File: src/hw/rtl/four_channel_fir_filter_top_macros.svh
// ----------------------------------------------------------------------------
// Assertion macros for the four-channel FIR filter
// Each macro expands to a clocked concurrent assertion on clk, or to nothing
// when ASSERT_OFF is defined.
// ----------------------------------------------------------------------------
`ifndef FOUR_CHANNEL_FIR_FILTER_TOP_MACROS_SVH
`define FOUR_CHANNEL_FIR_FILTER_TOP_MACROS_SVH

`ifndef ASSERT_OFF
// Checked outside reset only
`define FCF_ASSERT(lbl, prop, msg) \
  lbl: assert property (@(posedge clk) disable iff (rst) prop) else $error(msg);
// Checked on every edge, reset included
`define FCF_ASSERT_ALWAYS(lbl, prop, msg) \
  lbl: assert property (@(posedge clk) prop) else $error(msg);
`else
`define FCF_ASSERT(lbl, prop, msg)
`define FCF_ASSERT_ALWAYS(lbl, prop, msg)
`endif

`endif

File: src/hw/rtl/fcf_pkg.sv
// ----------------------------------------------------------------------------
// fcf_pkg
// Shared constants, types and controller states of the four-channel FIR filter.
// ----------------------------------------------------------------------------
`default_nettype none

package fcf_pkg;

  // Filter geometry
  localparam int TAPS      = 32;
  localparam int CHANNELS  = 4;
  localparam int IN_LANES  = 4;
  localparam int PTR_W     = (TAPS > 1) ? $clog2(TAPS) : 1;

  // Field widths
  localparam int SMP_W     = 10;
  localparam int COEF_W    = 16;
  localparam int CH_W      = 2;
  localparam int TAP_IDX_W = 5;
  localparam int OUT_W     = 16;
  localparam int FRAC_BITS = 15;

  // Product of a signed weight and an unsigned sample (sample gets a zero sign bit)
  localparam int PROD_W    = COEF_W + SMP_W + 1;
  // Sum of TAPS products plus headroom so bits [FRAC_BITS+OUT_W-1:FRAC_BITS] exist
  localparam int ACC_W     = PROD_W + PTR_W + 4;

  // Operation codes
  localparam logic OP_SAMPLE = 1'b0;
  localparam logic OP_COEF   = 1'b1;

  // Controller states
  typedef enum logic [1:0] {
    ST_IDLE,
    ST_RUN,
    ST_DRAIN,
    ST_FINISH
  } state_t;

  // Controls broadcast from the sequencer to every lane
  typedef struct packed {
    logic             smp_we;
    logic [PTR_W-1:0] wr_addr;
    logic [PTR_W-1:0] coef_addr;
    logic             rd_en;
    logic [PTR_W-1:0] rd_addr;
    logic             acc_clr;
  } ctrl_t;

endpackage

`default_nettype wire

File: src/hw/rtl/fcf_lane.sv
// ----------------------------------------------------------------------------
// fcf_lane
// One channel: sample history and tap weight memories plus a pipelined
// multiply-accumulate that takes one tap per cycle.
// ----------------------------------------------------------------------------
`default_nettype none

module fcf_lane (
  input  wire                                  clk,
  input  wire                                  rst,
  input  fcf_pkg::ctrl_t                       ctrl,
  input  wire                                  coef_sel,
  input  wire         [fcf_pkg::SMP_W-1:0]     sample,
  input  wire  signed [fcf_pkg::COEF_W-1:0]    weight,
  output logic signed [fcf_pkg::OUT_W-1:0]     filtered
);

  // Memories and their per-entry valid bits (unwritten entries read as zero)
  logic        [fcf_pkg::SMP_W-1:0]  hist_mem [fcf_pkg::TAPS];
  logic signed [fcf_pkg::COEF_W-1:0] coef_mem [fcf_pkg::TAPS];
  logic        [fcf_pkg::TAPS-1:0]   hist_vld;
  logic        [fcf_pkg::TAPS-1:0]   coef_vld;

  // Read stage
  logic        [fcf_pkg::SMP_W-1:0]  hist_rd;
  logic signed [fcf_pkg::COEF_W-1:0] coef_rd;
  logic                              hist_rd_ok;
  logic                              coef_rd_ok;
  logic                              rd_vld;

  // Multiply and accumulate stages
  logic        [fcf_pkg::SMP_W-1:0]  smp_op;
  logic signed [fcf_pkg::COEF_W-1:0] coef_op;
  logic signed [fcf_pkg::PROD_W-1:0] prod;
  logic                              mul_vld;
  logic signed [fcf_pkg::ACC_W-1:0]  acc;

  // Memory writes
  always_ff @(posedge clk) begin
    if (ctrl.smp_we) begin
      hist_mem[ctrl.wr_addr] <= sample;
    end
    if (coef_sel) begin
      coef_mem[ctrl.coef_addr] <= weight;
    end
  end

  // Valid bits
  always_ff @(posedge clk) begin
    if (rst) begin
      hist_vld <= '0;
      coef_vld <= '0;
    end else begin
      if (ctrl.smp_we) begin
        hist_vld[ctrl.wr_addr] <= 1'b1;
      end
      if (coef_sel) begin
        coef_vld[ctrl.coef_addr] <= 1'b1;
      end
    end
  end

  // Registered reads: history walks back from the newest slot, weights by tap
  always_ff @(posedge clk) begin
    hist_rd    <= hist_mem[ctrl.rd_addr];
    coef_rd    <= coef_mem[ctrl.coef_addr];
    hist_rd_ok <= hist_vld[ctrl.rd_addr];
    coef_rd_ok <= coef_vld[ctrl.coef_addr];
  end

  assign smp_op  = hist_rd_ok ? hist_rd : '0;
  assign coef_op = coef_rd_ok ? coef_rd : '0;

  // Pipeline valid flags
  always_ff @(posedge clk) begin
    if (rst) begin
      rd_vld  <= 1'b0;
      mul_vld <= 1'b0;
    end else begin
      rd_vld  <= ctrl.rd_en;
      mul_vld <= rd_vld;
    end
  end

  // Product register
  always_ff @(posedge clk) begin
    prod <= coef_op * $signed({1'b0, smp_op});
  end

  // Accumulator
  always_ff @(posedge clk) begin
    if (ctrl.acc_clr) begin
      acc <= '0;
    end else if (mul_vld) begin
      acc <= acc + {{(fcf_pkg::ACC_W - fcf_pkg::PROD_W){prod[fcf_pkg::PROD_W-1]}}, prod};
    end
  end

  // Shift by the fraction bits and wrap to the output width
  assign filtered = acc[fcf_pkg::FRAC_BITS + fcf_pkg::OUT_W - 1 : fcf_pkg::FRAC_BITS];

endmodule

`default_nettype wire
File: config.mk
export PLATFORM = sky130hd
export DESIGN_NAME = fcf_lane
export DESIGN_NICKNAME = d
export VERILOG_FILES = /design/src/hw/rtl/four_channel_fir_filter_top_macros.svh /design/src/hw/rtl/fcf_pkg.sv /design/src/hw/rtl/fcf_lane.sv
export SDC_FILE = /design/constraint.sdc
export NUM_CORES = 1
export LEC_CHECK = 0
export BUFFER_PORTS_ARGS = -buffer_cell sky130_fd_sc_hd__buf_2
export CAP_MARGIN = 20
export CORE_ASPECT_RATIO = 0.75
export CORE_UTILIZATION = 35
export DETAILED_ROUTE_END_ITERATION = 6
export SLEW_MARGIN = 20
export SYNTH_ARGS = -nofsm -noshare
export SYNTH_HDL_FRONTEND = slang
export SYNTH_SLANG_ARGS = --single-unit
File: constraint.sdc
create_clock -name clk -period 7.44 [get_ports clk]
set_input_delay 0.372 -clock clk [delete_from_list [all_inputs] [get_ports clk]]
set_output_delay 0.372 -clock clk [all_outputs]
set_load 0.05 [all_outputs]
# --- After elaboration in Yosys (flattened, before gate mapping) ---
# Memories as Yosys holds them, arrays and structs flattened. A register that Yosys moved wholly into a read port is not among the register bits.
# Cells that the tools add are included.
word_totals:
  regBits: 131
  ramBits: 832
  out_inout_bits: 16
  wordCells: 35
  mem_count: 2
mem_list:
  columns: ["name", "words", "width", "read_ports", "rd_ports_with_merged_regs", "wr", "line_no", "text"]
  rows:
  - ["coef_mem", 32, 16, 1, 1, 1, "fcf_lane.sv:20", "logic signed [fcf_pkg::COEF_W-1:0] coef_mem [fcf_pkg::TAPS];"]
  - ["hist_mem", 32, 10, 1, 1, 1, "fcf_lane.sv:19", "logic [fcf_pkg::SMP_W-1:0] hist_mem [fcf_pkg::TAPS];"]
op_classes:
  n_addsub: 1
  multipliers: 1
  n_lt_le_gt_ge: 5
  muxes: 14
  n_bitwise: 2
  reduce_logical: 2
ops:
  columns: ["op", "count"]
  rows:
  - ["bitwise OR 32 bit", 2]
  - ["adder 36 bit", 1]
  - ["multiplier 16 x 11 -> 27 bit", 1]
  - ["less-than comparator 5 x 6 -> 1 bit, second input constant", 3]
  - ["2-to-1 mux 16 bit", 1]
  - ["binary-select mux 1 bit (select 5 bit)", 2]
  - ["demux 1 bit (select 5 bit)", 2]
  - [">= comparator 5 x 1 -> 1 bit, second input constant", 2]
  - ["2-to-1 mux 10 bit", 1]
  - ["2-to-1 mux 1 bit", 8]
  - ["logical AND 1 bit", 2]

# --- Longest topological paths before layout ---
# Gate-level depths: netlist (run 1).
depth:
  word_depth: 5
  depth_mapped: 24
  depth_no_buf: 22

# --- Worst setup path before layout (run 1) ---
# No wires, ideal clock.
synth_timing:
  path_type: "flip-flop to flip-flop"
  start: "register hist_rd_ok"
  end: "register prod[25] (netlist bit)"
  t_arrival_ns: 5.654
  slack_ns: 1.724
  path_stages_with_launch: 23
  path_buffers: 2
  period_less_slack_ns: 5.716
  cell_sequence: "dfxtp_1 clkbuf_1 and2_1 clkbuf_1 nand2_1 fa_1 fa_1 fa_1 inv_1 fa_1 inv_1 fa_1 inv_1 ha_1 o21a_1 o21ai_1 a21oi_2 a31oi_4 or2b_1 a31oi_1 o211a_1 or4b_1 nand3_1"
synth_between:
  elab_chain_len: 2
synth_lines:
  columns: ["item", "line_no", "text"]
  rows:
  - ["start, declared", "fcf_lane.sv:27", "logic hist_rd_ok;"]
  - ["start signal, assigned", "fcf_lane.sv:67", "hist_rd_ok <= hist_vld[ctrl.rd_addr];"]
  - ["2-to-1 mux 10 bit", "fcf_lane.sv:71", "assign smp_op = hist_rd_ok ? hist_rd : '0;"]
  - ["multiplier 16 x 11 -> 27 bit", "fcf_lane.sv:87", "prod <= coef_op * $signed({1'b0, smp_op});"]
  - ["end signal, assigned", "fcf_lane.sv:87", null]
  - ["end, declared", "fcf_lane.sv:34", "logic signed [fcf_pkg::PROD_W-1:0] prod;"]
# Every way passes these cells.
# A chain may end at the register's enable or synchronous reset.

# --- Worst setup path after layout (run 1) ---
# Ends and elaborated chain as after synthesis.

==> run_results.csv, run 1 <==
group,metric,value,unit
worst_setup_path,crit_top_cell,"fa_1",
final_layout,antenna_cells,0,
final_layout,area_growth,12.76,%
sta,setup_viol,0,
route,drt_iter0_drc,1998,
power,swShare,21.73,%
worst_setup_path,r2r_slack,0.97,ns
route,avgViaCountPerCell,5.079,
worst_setup_path,rr_startpoint,"hist_rd_ok",
synthesis,synth.area.top_cells,"edfxtp_1 (57%), mux4_2 (13%), dfxtp_1 (6.9%)",
worst_hold_path,holdCritStartpoint,"weight[15]",
clock_network,worstSkewPairLatency,0.74,ns
synthesis,syn_inst,2686,
floorplanning,core_area,0.1243,mm^2
power,clockPowerShare,43.1,%
power,power.density,234.1,mW/mm^2
floorplanning,dieArea,0.1268,mm^2
worst_hold_path,hold_path.class,"in2reg",
grt,grt_max_degree,86,
clock_network,postCtsSetupRepairBufs,0,
synthesis,synth.top_cell.area_share,56.95,%
sta,fin_skew,0.04528,ns
final_layout,register_area,0.02803,mm^2
worst_setup_path,worstRegToRegCells,20,
route,dr_total_vias,22810,
run,cap_violations,0,
floorplanning,start_util,35.30,%
grt,use_met2,22.79,%
sta,timing.fmax,154.6,MHz
floorplanning,ios,63,
worst_setup_path,cp-start-kind,"register",
place,place_congestion,0.8569,
sta,hold_violations,0,
route,wirelength,97.42,mm
clock_network,cts_tree,"built",
sta,maxSlewViolCount,0,
synthesis,ys.flop_type,"edfxtp_1",
synthesis,yosysTopAreaCell,"edfxtp_1",
synthesis,ys_warn_count,0,
worst_setup_path,crit_chain,"and2_0 > nand3_1 > fa_1 > fa_1 > inv_1 > fa_1 > fa_1 > inv_1 > fa_1 > inv_1 > ha_1 > a21o_1 > nor3_2 > a21oi_2 > a31oi_4 > or2b_1 > a31oi_1 > o211a_1 > or4b_1 > nand3_1",
power,pwr-share-comb,4.3,%
sta,setup_slack,0.9728,ns
grt,gr-usage-met3,3.153,%
synthesis,synth-edff-count,832,
sta,setup_tns,0,ns
final_layout,drive_gt1_share,20.58,%
grt,use_met1,23.41,%
worst_setup_path,path_class,"reg2reg",
clock_network,clk_pin_slew,0.06,ns
route,drt-pass1-iter-count,5,
worst_setup_path,max_stage_delay,0.76,ns
sta,max-slew-margin-rel,27.15,%
worst_setup_path,required,8.08,ns
synthesis,async_flop_share,0,%
final_layout,multi_input_area,0.01459,mm^2
power,switchingPower,2.516,mW
route,wl_per_cell,21.69,um
worst_setup_path,cp_max_fo,22,
power,leakagePower,17.19,nW
floorplanning,rows,112,
sta,tightest_slew,1.093,ns
synthesis,synth-seq-area-share,63.88,%
place,port_buffers,62,
worst_setup_path,r2r_end,"prod[25]",
grt,grt_pass1_vias,23220,
outcome,status,"completed",
worst_setup_path,cp.arrival,7.11,ns
worst_setup_path,cp_top_family,"adder cells",
synthesis,synth_seq_cells,984,
clock_network,numCtsBuffers,97,
place,dp_slack,1.029,ns
sta,rsz0062_at_grt,"false",
power,p_int,9.063,mW
floorplanning,die_w,410.8,um
worst_setup_path,cp-end-kind,"register",
floorplanning,die_y,308.6,um
sta,fin_crit,6.467,ns
sta,fin_crit_sh,86.92,%
final_layout,nFillCells,11240,
synthesis,syn_nets,2970,
worst_setup_path,slowest_stage,"and2_0",
clock_network,htreeDepth,3,
grt,grt.overflow.total,0,
power,vdd_ir_drop_max,0.2069,mV
grt,grt_pass1_wl,147.7,mm
route,antenna_left,0,
place,place_hpwl,62.35,mm
worst_hold_path,hold_end,"coef_mem[30][15]",
grt,grt_busiest_layer,"met1",
power,p_total,11.58,mW
clock_network,clock-sinks,984,
clock_network,clockBufferDepth,3,
clock_network,clockRootBuffer,"clkbuf_16",
final_layout,final_nets,3038,
synthesis,synth.distinct_cells,77,
synthesis,syn_area,0.04387,mm^2
worst_setup_path,critPathBufInv,3,
synthesis,syn_area_per_cell,16.33,um^2
grt,grtUsageTotal,15.53,%
power,power.share.sequential,52.6,%
worst_hold_path,min_path_cells,1,
grt,antenna_found_initial,2,
route,drc,0,
==> through the flow <==
step	instances	hold slack (ns)	cell area (um^2)	util, %
2_1_floorplan	2686	0.4138	43870	-
3_3_place_gp	4304	0.4454	46060	37.05
3_5_place_dp	4305	0.4576	46090	37.08
4_1_cts	4489	0.08328	49430	39.76
5_1_grt	4491	0.1230	49470	39.80
6_report	4491	0.1409	49470	39.80
==> worst max-delay path by stage <==
stage / endpoint / cells after the start / startpoint / slack [ns]
after floorplan: prod[25] / 22 / hist_rd_ok / 1.72
after global placement: prod[25] / 20 / hist_rd_ok / 1.12
after detailed placement: prod[25] / 20 / hist_rd_ok / 1.03
after CTS: prod[25] / 20 / hist_rd_ok / 1.02
after global routing: prod[26] / 20 / hist_rd_ok / 0.58
final: prod[25] / 20 / hist_rd_ok / 0.97
==> metal layers <==
layer	vias to the layer above	routed length, um
li1	10190	-
met1	11840	46590
met2	658	42630
met3	125	6100
met4	0	2091
met5	-	0
==> kinds of logic (layout without fill, tap and decap cells) <==
logic type	after synthesis	after routing	synth area share (%)
DFF	984	984	63.88
and+or+nand+nor	580	580	5.789
buffers and inverters	345	497	3.177
muxes	276	276	13.35
adders and majority gates	237	237	9.257
AOI/OAI and AO/OA	217	217	3.608
xor gates and xnor gates	47	47	0.9383
==> Yosys cell counts (all sizes together), types with 40 or more instances <==
cell / count
ha: 91
mux4: 246
inv: 206
buf: 48
a21oi: 49
nand2: 119
edfxtp: 832
dfxtp: 152
clkbuf: 90
a22oi: 68
fa: 146
nand3: 40
nor2: 316
==> flip-flops by register name, indices dropped and copies added (netlist names), 10 cells and up <==
name / flops
hist_mem: 320
coef_mem: 512
coef_rd: 16
hist_vld: 32
hist_rd: 10
acc: 31
prod: 27
coef_vld: 32
==> repair_timing <==
action | in CTS | in global routing
setup endpoints to repair | 0 | 0
hold endpoints to repair | 1 | 0
gates resized for setup | 0 | 0
hold buffers | 1 | 0
==> power by group through the flow <==
stage | Clock [mW] | Combinational (mW) | Sequential [mW]
floorplan | 0 | 0.296 | 6.19
global placement | 0 | 0.502 | 6.20
detailed placement | 0 | 0.509 | 6.21
CTS | 5.11 | 0.510 | 6.09
global route | 5.31 | 0.538 | 6.09
finish | 4.99 | 0.502 | 6.09
==> area by class of cell <==
cell class,count,share of cell area [%]
clock buffer,132,5.519
clock inverter,51,1.204
inverter,207,1.571
multi-input combinational,1357,29.49
sequential,984,56.65
tap,1653,4.181
timing repair buffer,107,1.381
==> cell usage in the layout, fill, tap and decap left out, types with 6 or more instances in the layout <==
cell type	n
edfxtp_1	832
nor2_1	275
mux4_2	246
inv_1	206
dfxtp_1	152
fa_1	146
nand2_1	119
clkbuf_16	98
ha_1	91
a22oi_1	68
buf_2	58
a21oi_1	46
buf_4	44
nand3_1	40
nor2_2	36
xnor2_1	25
xor2_1	22
nand4_1	22
a21o_1	21
and2_1	19
clkbuf_1	19
mux2i_1	18
clkinv_2	15
clkbuf_8	15
clkinv_1	14
mux2_2	12
o21ai_0	11
nor2b_1	10
nand3b_1	8
a211oi_1	7
clkinv_16	7
o211ai_1	6
o21a_1	6
a31oi_1	6
nor3_1	6
and3_1	6
bufinv_16	6
Power figures use the tool's default switching activity.
==> inputs of run 2 (changes only) <==
--- a/config.mk
+++ b/config.mk
@@ -10,7 +10,7 @@
 export CORE_ASPECT_RATIO = 0.75
 export CORE_UTILIZATION = 35
 export DETAILED_ROUTE_END_ITERATION = 6
-export SLEW_MARGIN = 20
+export SLEW_MARGIN = 40
 export SYNTH_ARGS = -nofsm -noshare
 export SYNTH_HDL_FRONTEND = slang
 export SYNTH_SLANG_ARGS = --single-unit
==> constraint.sdc (replaced) <==
create_clock -name clk -period 7.6 [get_ports clk]
set_input_delay 0.38 -clock clk [delete_from_list [all_inputs] [get_ports clk]]
set_output_delay 0.38 -clock clk [all_outputs]
set_load 0.05 [all_outputs]
==> run_results.csv, run 2 (synthesized netlist as in run 1, its figures left out) <==
group,metric,value,unit
sta,fin_skew,0.04297,ns
worst_setup_path,cp-start-kind,"register",
clock_network,clk_pin_slew,0.06,ns
sta,tightest_slew,0.8392,ns
route,dr_total_vias,22780,
final_layout,area_growth,13.14,%
floorplanning,rows,112,
grt,grt_pass1_vias,23260,
final_layout,antenna_cells,0,
power,pwr-share-comb,4.3,%
clock_network,worstSkewPairLatency,0.70,ns
sta,setup_tns,0,ns
grt,antenna_found_initial,2,
sta,timing.fmax,152.6,MHz
final_layout,reg_top3,"coef_mem x512, hist_mem x320",
floorplanning,die_y,308.6,um
clock_network,clockRootBuffer,"clkbuf_16",
final_layout,nFillCells,11180,
clock_network,postCtsHoldBufs,1,
power,p_total,11.50,mW
power,p_int,9.017,mW
grt,grtUsageTotal,15.55,%
route,avgViaCountPerCell,5.073,
route,wl_per_cell,21.69,um
worst_setup_path,cp.arrival,7.20,ns
route,drt_iter0_drc,2099,
route,drt-pass1-iter-count,5,
clock_network,cts_resized,0,
sta,holdWs,0.1560,ns
power,swShare,21.62,%
sta,fin_crit,6.554,ns
place,place_congestion,0.8480,
worst_setup_path,required,8.25,ns
clock_network,postCtsSetupRepairBufs,0,
sta,hold_violations,0,
worst_setup_path,cp_max_fo,22,
route,antenna_left,0,
power,switchingPower,2.487,mW
grt,grt_pass1_wl,148.0,mm
place,dpl_cell_area,0.04620,mm^2
route,drc,0,
grt,grt_max_degree,86,
clock_network,clock-sinks,984,
route,wirelength,97.43,mm
worst_setup_path,crit_top_cell,"fa_1",
power,clockPowerShare,43.9,%
sta,max-slew-margin-rel,44.02,%
floorplanning,start_util,35.30,%
power,leakagePower,17.21,nW
worst_setup_path,path_class,"reg2reg",
place,port_buffers,62,
power,power.share.sequential,51.8,%
clock_network,numCtsBuffers,99,
final_layout,final_cell_mix,"edfxtp_1 (832), nor2_1 (252), mux4_2 (246)",
clock_network,htreeDepth,3,
run,cap_violations,0,
floorplanning,die_w,410.8,um
final_layout,drive_gt1_share,21.53,%
worst_setup_path,max_stage_delay,0.76,ns
sta,rsz0062_at_grt,"false",
final_layout,final_cells,4491,
worst_hold_path,hold_path.class,"in2reg",
final_layout,final_common_cell,"edfxtp_1",
power,power.density,231.8,mW/mm^2
sta,setup_viol,0,
clock_network,clockBufferDepth,3,
clock_network,cts_tree,"built",
outcome,status,"completed",
floorplanning,ios,63,
floorplanning,core_area,0.1243,mm^2
worst_setup_path,slowest_stage,"and2_0",
floorplanning,dieArea,0.1268,mm^2
grt,grt.overflow.total,0,
sta,maxSlewViolCount,0,
worst_setup_path,crit_chain,"and2_0 > nand2_1 > fa_1 > fa_1 > fa_1 > inv_1 > fa_1 > inv_1 > fa_1 > inv_1 > ha_1 > o21a_1 > o21ai_1 > a21oi_2 > a31oi_4 > or2b_1 > a31oi_1 > o211a_1 > or4b_1 > nand3_1",
worst_setup_path,cp-end-kind,"register",
final_layout,largest_register_ffs,512,
final_layout,top_register,"coef_mem",
place,place_inst,4304,
final_layout,final_area,0.04964,mm^2
final_layout,final_nets,3037,
sta,fin_crit_sh,86.24,%
place,place_hpwl,62.87,mm
power,vdd_ir_drop_max,0.1819,mV
## run 2: cell count changes in the layout (fill, tap and decap cells not counted), moves of 3 or more
cell,previous run,this run
nor2_1,275,252
clkinv_1,14,17
bufinv_16,6,13
clkbuf_8,15,3
clkinvlp_4,5,8
clkinv_4,2,5
buf_4,44,41
clkbuf_1,19,16
nor2_2,36,57
## run 2: path summary, 6_finish.rpt
check                from          endpoint  slack (ns)  cells past startpoint
max reg2reg    hist_rd_ok          prod[25]        1.05                     20
min            weight[15]  coef_mem[28][15]        0.16                      1
min reg2reg  coef_vld[30]      coef_vld[30]        0.46                      2
max            hist_rd_ok          prod[25]        1.05                     20
## run 2: area by class of cell
type	count	area, um^2	area share [%]
Multi-Input combinational cell	1357	14660	29.54
Inverter	207	777.0	1.565
Sequential cell	984	28030	56.47
Clock inverter	68	843.3	1.699
Clock buffer	118	2579	5.195
Timing Repair Buffer	104	679.4	1.369
Tap cell	1653	2068	4.167
## run 2: power groups by stage
stage | combinational (mW) | clock [mW] | sequential (mW)
floorplan | 0.289 | 0 | 6.06
global placement | 0.492 | 0 | 6.07
detailed placement | 0.503 | 0 | 6.08
CTS | 0.504 | 5.16 | 5.96
global route | 0.532 | 5.36 | 5.97
finish | 0.494 | 5.05 | 5.96
## run 2: routing by layer
layer  wire length, um  track usage [%]  vias to the layer above
li1                  -                -                    10170
met1             46890            23.30                    11830
met2             43240            23.20                      673
met3              5610            2.904                      110
met4              1696            3.957                        0
met5                 0                0                        -
## run 2: critical path, delay by kind of cell (launching register included)
kind	cells	cell delay, ns
buf+inv	3	0.14
fa+ha+maj	6	2.89
simple gates	5	1.65
compound gates	6	1.12
flops	1	0.71
## run 2: stage by stage
| step | utilization, % | worst slack (ns) |
|---|---|---|
| 3_5_place_dp | 37.17 | 1.090 |
| 4_1_cts | 39.93 | 1.069 |
| 3_3_place_gp | 37.05 | 1.278 |
| 6_report | 39.93 | 1.046 |
| 5_1_grt | 39.93 | 0.7039 |
| 2_1_floorplan | - | 1.884 |
==> inputs of run 3 (changes only) <==
--- a/config.mk
+++ b/config.mk
@@ -9,6 +9,7 @@
 export CAP_MARGIN = 20
 export CORE_ASPECT_RATIO = 0.75
 export CORE_UTILIZATION = 35
+export CTS_BUF_LIST = sky130_fd_sc_hd__clkbuf_16
 export DETAILED_ROUTE_END_ITERATION = 6
 export SLEW_MARGIN = 40
 export SYNTH_ARGS = -nofsm -noshare
==> run_results.csv, run 3 (synthesized netlist as in run 1, its figures left out) <==
group,metric,value,unit
outcome,status,"completed",
route,wirelength,97.51,mm
sta,rsz0062_at_grt,"false",
floorplanning,die_w,410.8,um
worst_setup_path,cp-end-kind,"register",
route,drc,0,
clock_network,clk_pin_slew,0.06,ns
sta,max-slew-margin-rel,44.19,%
power,vdd_ir_drop_max,0.1821,mV
final_layout,antenna_cells,0,
route,dr_total_vias,22810,
worst_setup_path,cp_max_fo,22,
worst_setup_path,required,8.25,ns
worst_setup_path,crit_chain,"and2_0 > nand2_1 > fa_1 > fa_1 > fa_1 > inv_1 > fa_1 > inv_1 > fa_1 > inv_1 > ha_1 > o21a_1 > o21ai_1 > a21oi_2 > a31oi_4 > or2b_1 > a31oi_1 > o211a_1 > or4b_1 > nand3_1",
worst_hold_path,hold_path.class,"in2reg",
worst_setup_path,path_class,"reg2reg",
grt,grt_pass1_vias,23260,
run,cap_violations,0,
clock_network,worstSkewPairLatency,0.70,ns
clock_network,numCtsBuffers,99,
grt,antenna_found_initial,2,
sta,setup_tns,0,ns
floorplanning,start_util,35.30,%
floorplanning,core_area,0.1243,mm^2
power,clockPowerShare,43.6,%
clock_network,cts_tree,"built",
route,avgViaCountPerCell,5.078,
sta,fin_crit_sh,86.61,%
grt,grtUsageTotal,15.55,%
floorplanning,rows,112,
clock_network,htreeDepth,3,
clock_network,clockRootBuffer,"clkbuf_16",
sta,fin_skew,0.04161,ns
floorplanning,die_y,308.6,um
final_layout,largest_register_ffs,512,
sta,hold_violations,0,
power,power.density,230.8,mW/mm^2
grt,grt_max_degree,86,
worst_setup_path,cp.arrival,7.23,ns
final_layout,top_register,"coef_mem",
route,drt-pass1-iter-count,5,
final_layout,final_cell_mix,"edfxtp_1 (832), nor2_1 (252), mux4_2 (246)",
power,p_int,8.965,mW
sta,maxSlewViolCount,0,
sta,timing.fmax,151.9,MHz
power,swShare,21.71,%
final_layout,reg_top3,"coef_mem x512, hist_mem x320",
power,leakagePower,17.27,nW
clock_network,clockBufferDepth,3,
floorplanning,ios,63,
place,place_congestion,0.8480,
route,antenna_left,0,
final_layout,drive_gt1_share,21.53,%
grt,grt.overflow.total,0,
place,place_hpwl,62.87,mm
route,wl_per_cell,21.71,um
route,drt_iter0_drc,2166,
power,power.share.sequential,52.1,%
worst_setup_path,max_stage_delay,0.76,ns
grt,grt_pass1_wl,148.0,mm
sta,tightest_slew,0.8367,ns
power,pwr-share-comb,4.3,%
power,switchingPower,2.486,mW
final_layout,area_growth,13.07,%
sta,setup_viol,0,
sta,fin_crit,6.583,ns
floorplanning,dieArea,0.1268,mm^2
final_layout,final_common_cell,"edfxtp_1",
worst_setup_path,crit_top_cell,"fa_1",
power,p_total,11.45,mW
worst_setup_path,cp-start-kind,"register",
clock_network,clock-sinks,984,
worst_setup_path,slowest_stage,"and2_0",
final_layout,final_nets,3037,
place,port_buffers,62,
-- run 3: cell types whose count changed in the layout (fill, tap and decap cells not counted), sizes merged --
cell    before  now
inv        209  228
clkbuf     118   99
-- run 3: final cells by class --
| type | instances | area (um^2) |
|---|---|---|
| Clock buffer | 99 | 2477 |
| Clock inverter | 87 | 914.6 |
| Fill cell | 11190 | 74690 |
| Inverter | 207 | 777.0 |
| Multi-Input combinational cell | 1357 | 14660 |
| Sequential cell | 984 | 28030 |
| Tap cell | 1653 | 2068 |
| Timing Repair Buffer | 104 | 679.4 |
-- run 3: worst max-delay path, delay by kind of cell (launching register included) --
family	cells	cell delay [ns]
AOI/OAI and AO/OA	6	1.12
adders and majority gates	6	2.90
buffers and inverters	3	0.14
DFF	1	0.71
and+or+nand+nor	5	1.65
-- run 3: path summary, 6_finish.rpt --
kind,from,end,slack (ns),cells after the start
max,hist_rd_ok,prod[25],1.02,20
min,weight[15],coef_mem[28][15],0.15,1
max reg2reg,hist_rd_ok,prod[25],1.02,20
min reg2reg,hist_vld[27],hist_vld[27],0.47,2
-- run 3: per-stage QoR --
| stage | setup WS, ns | area (um^2) | std cells | hold WS [ns] | utilization, % |
|---|---|---|---|---|---|
| floorplan | 1.884 | 43870 | 2686 | 0.4138 | - |
| CTS | 1.069 | 49600 | 4491 | 0.09537 | 39.90 |
| global placement | 1.278 | 46050 | 4303 | 0.4442 | 37.05 |
| global route | 0.7039 | 49610 | 4491 | 0.1437 | 39.91 |
| detailed placement | 1.090 | 46200 | 4304 | 0.4546 | 37.17 |
| finish | 1.017 | 49610 | 4491 | 0.1525 | 39.91 |
-- run 3: per-layer routing --
layer	vias to the layer above	GRT usage, %	routed length, um
li1	10170	-	-
met1	11880	23.30	46610
met2	648	23.21	43270
met3	113	2.904	5897
met4	0	3.957	1729
met5	-	0	0
-- run 3: repair_timing --
action                    in CTS  in global routing
hold buffers                   1                  0
hold endpoints to repair       1                  0
setup buffers                  0                  0
resized for setup              0                  0
-- run 3: power by group through the flow --
stage	Sequential, mW	Combinational (mW)	Clock, mW
final	5.96	0.494	5.00
after global routing	5.97	0.532	5.31
after CTS	5.96	0.504	5.11
after detailed placement	6.08	0.503	0
after global placement	6.07	0.492	0
after floorplan	6.06	0.289	0
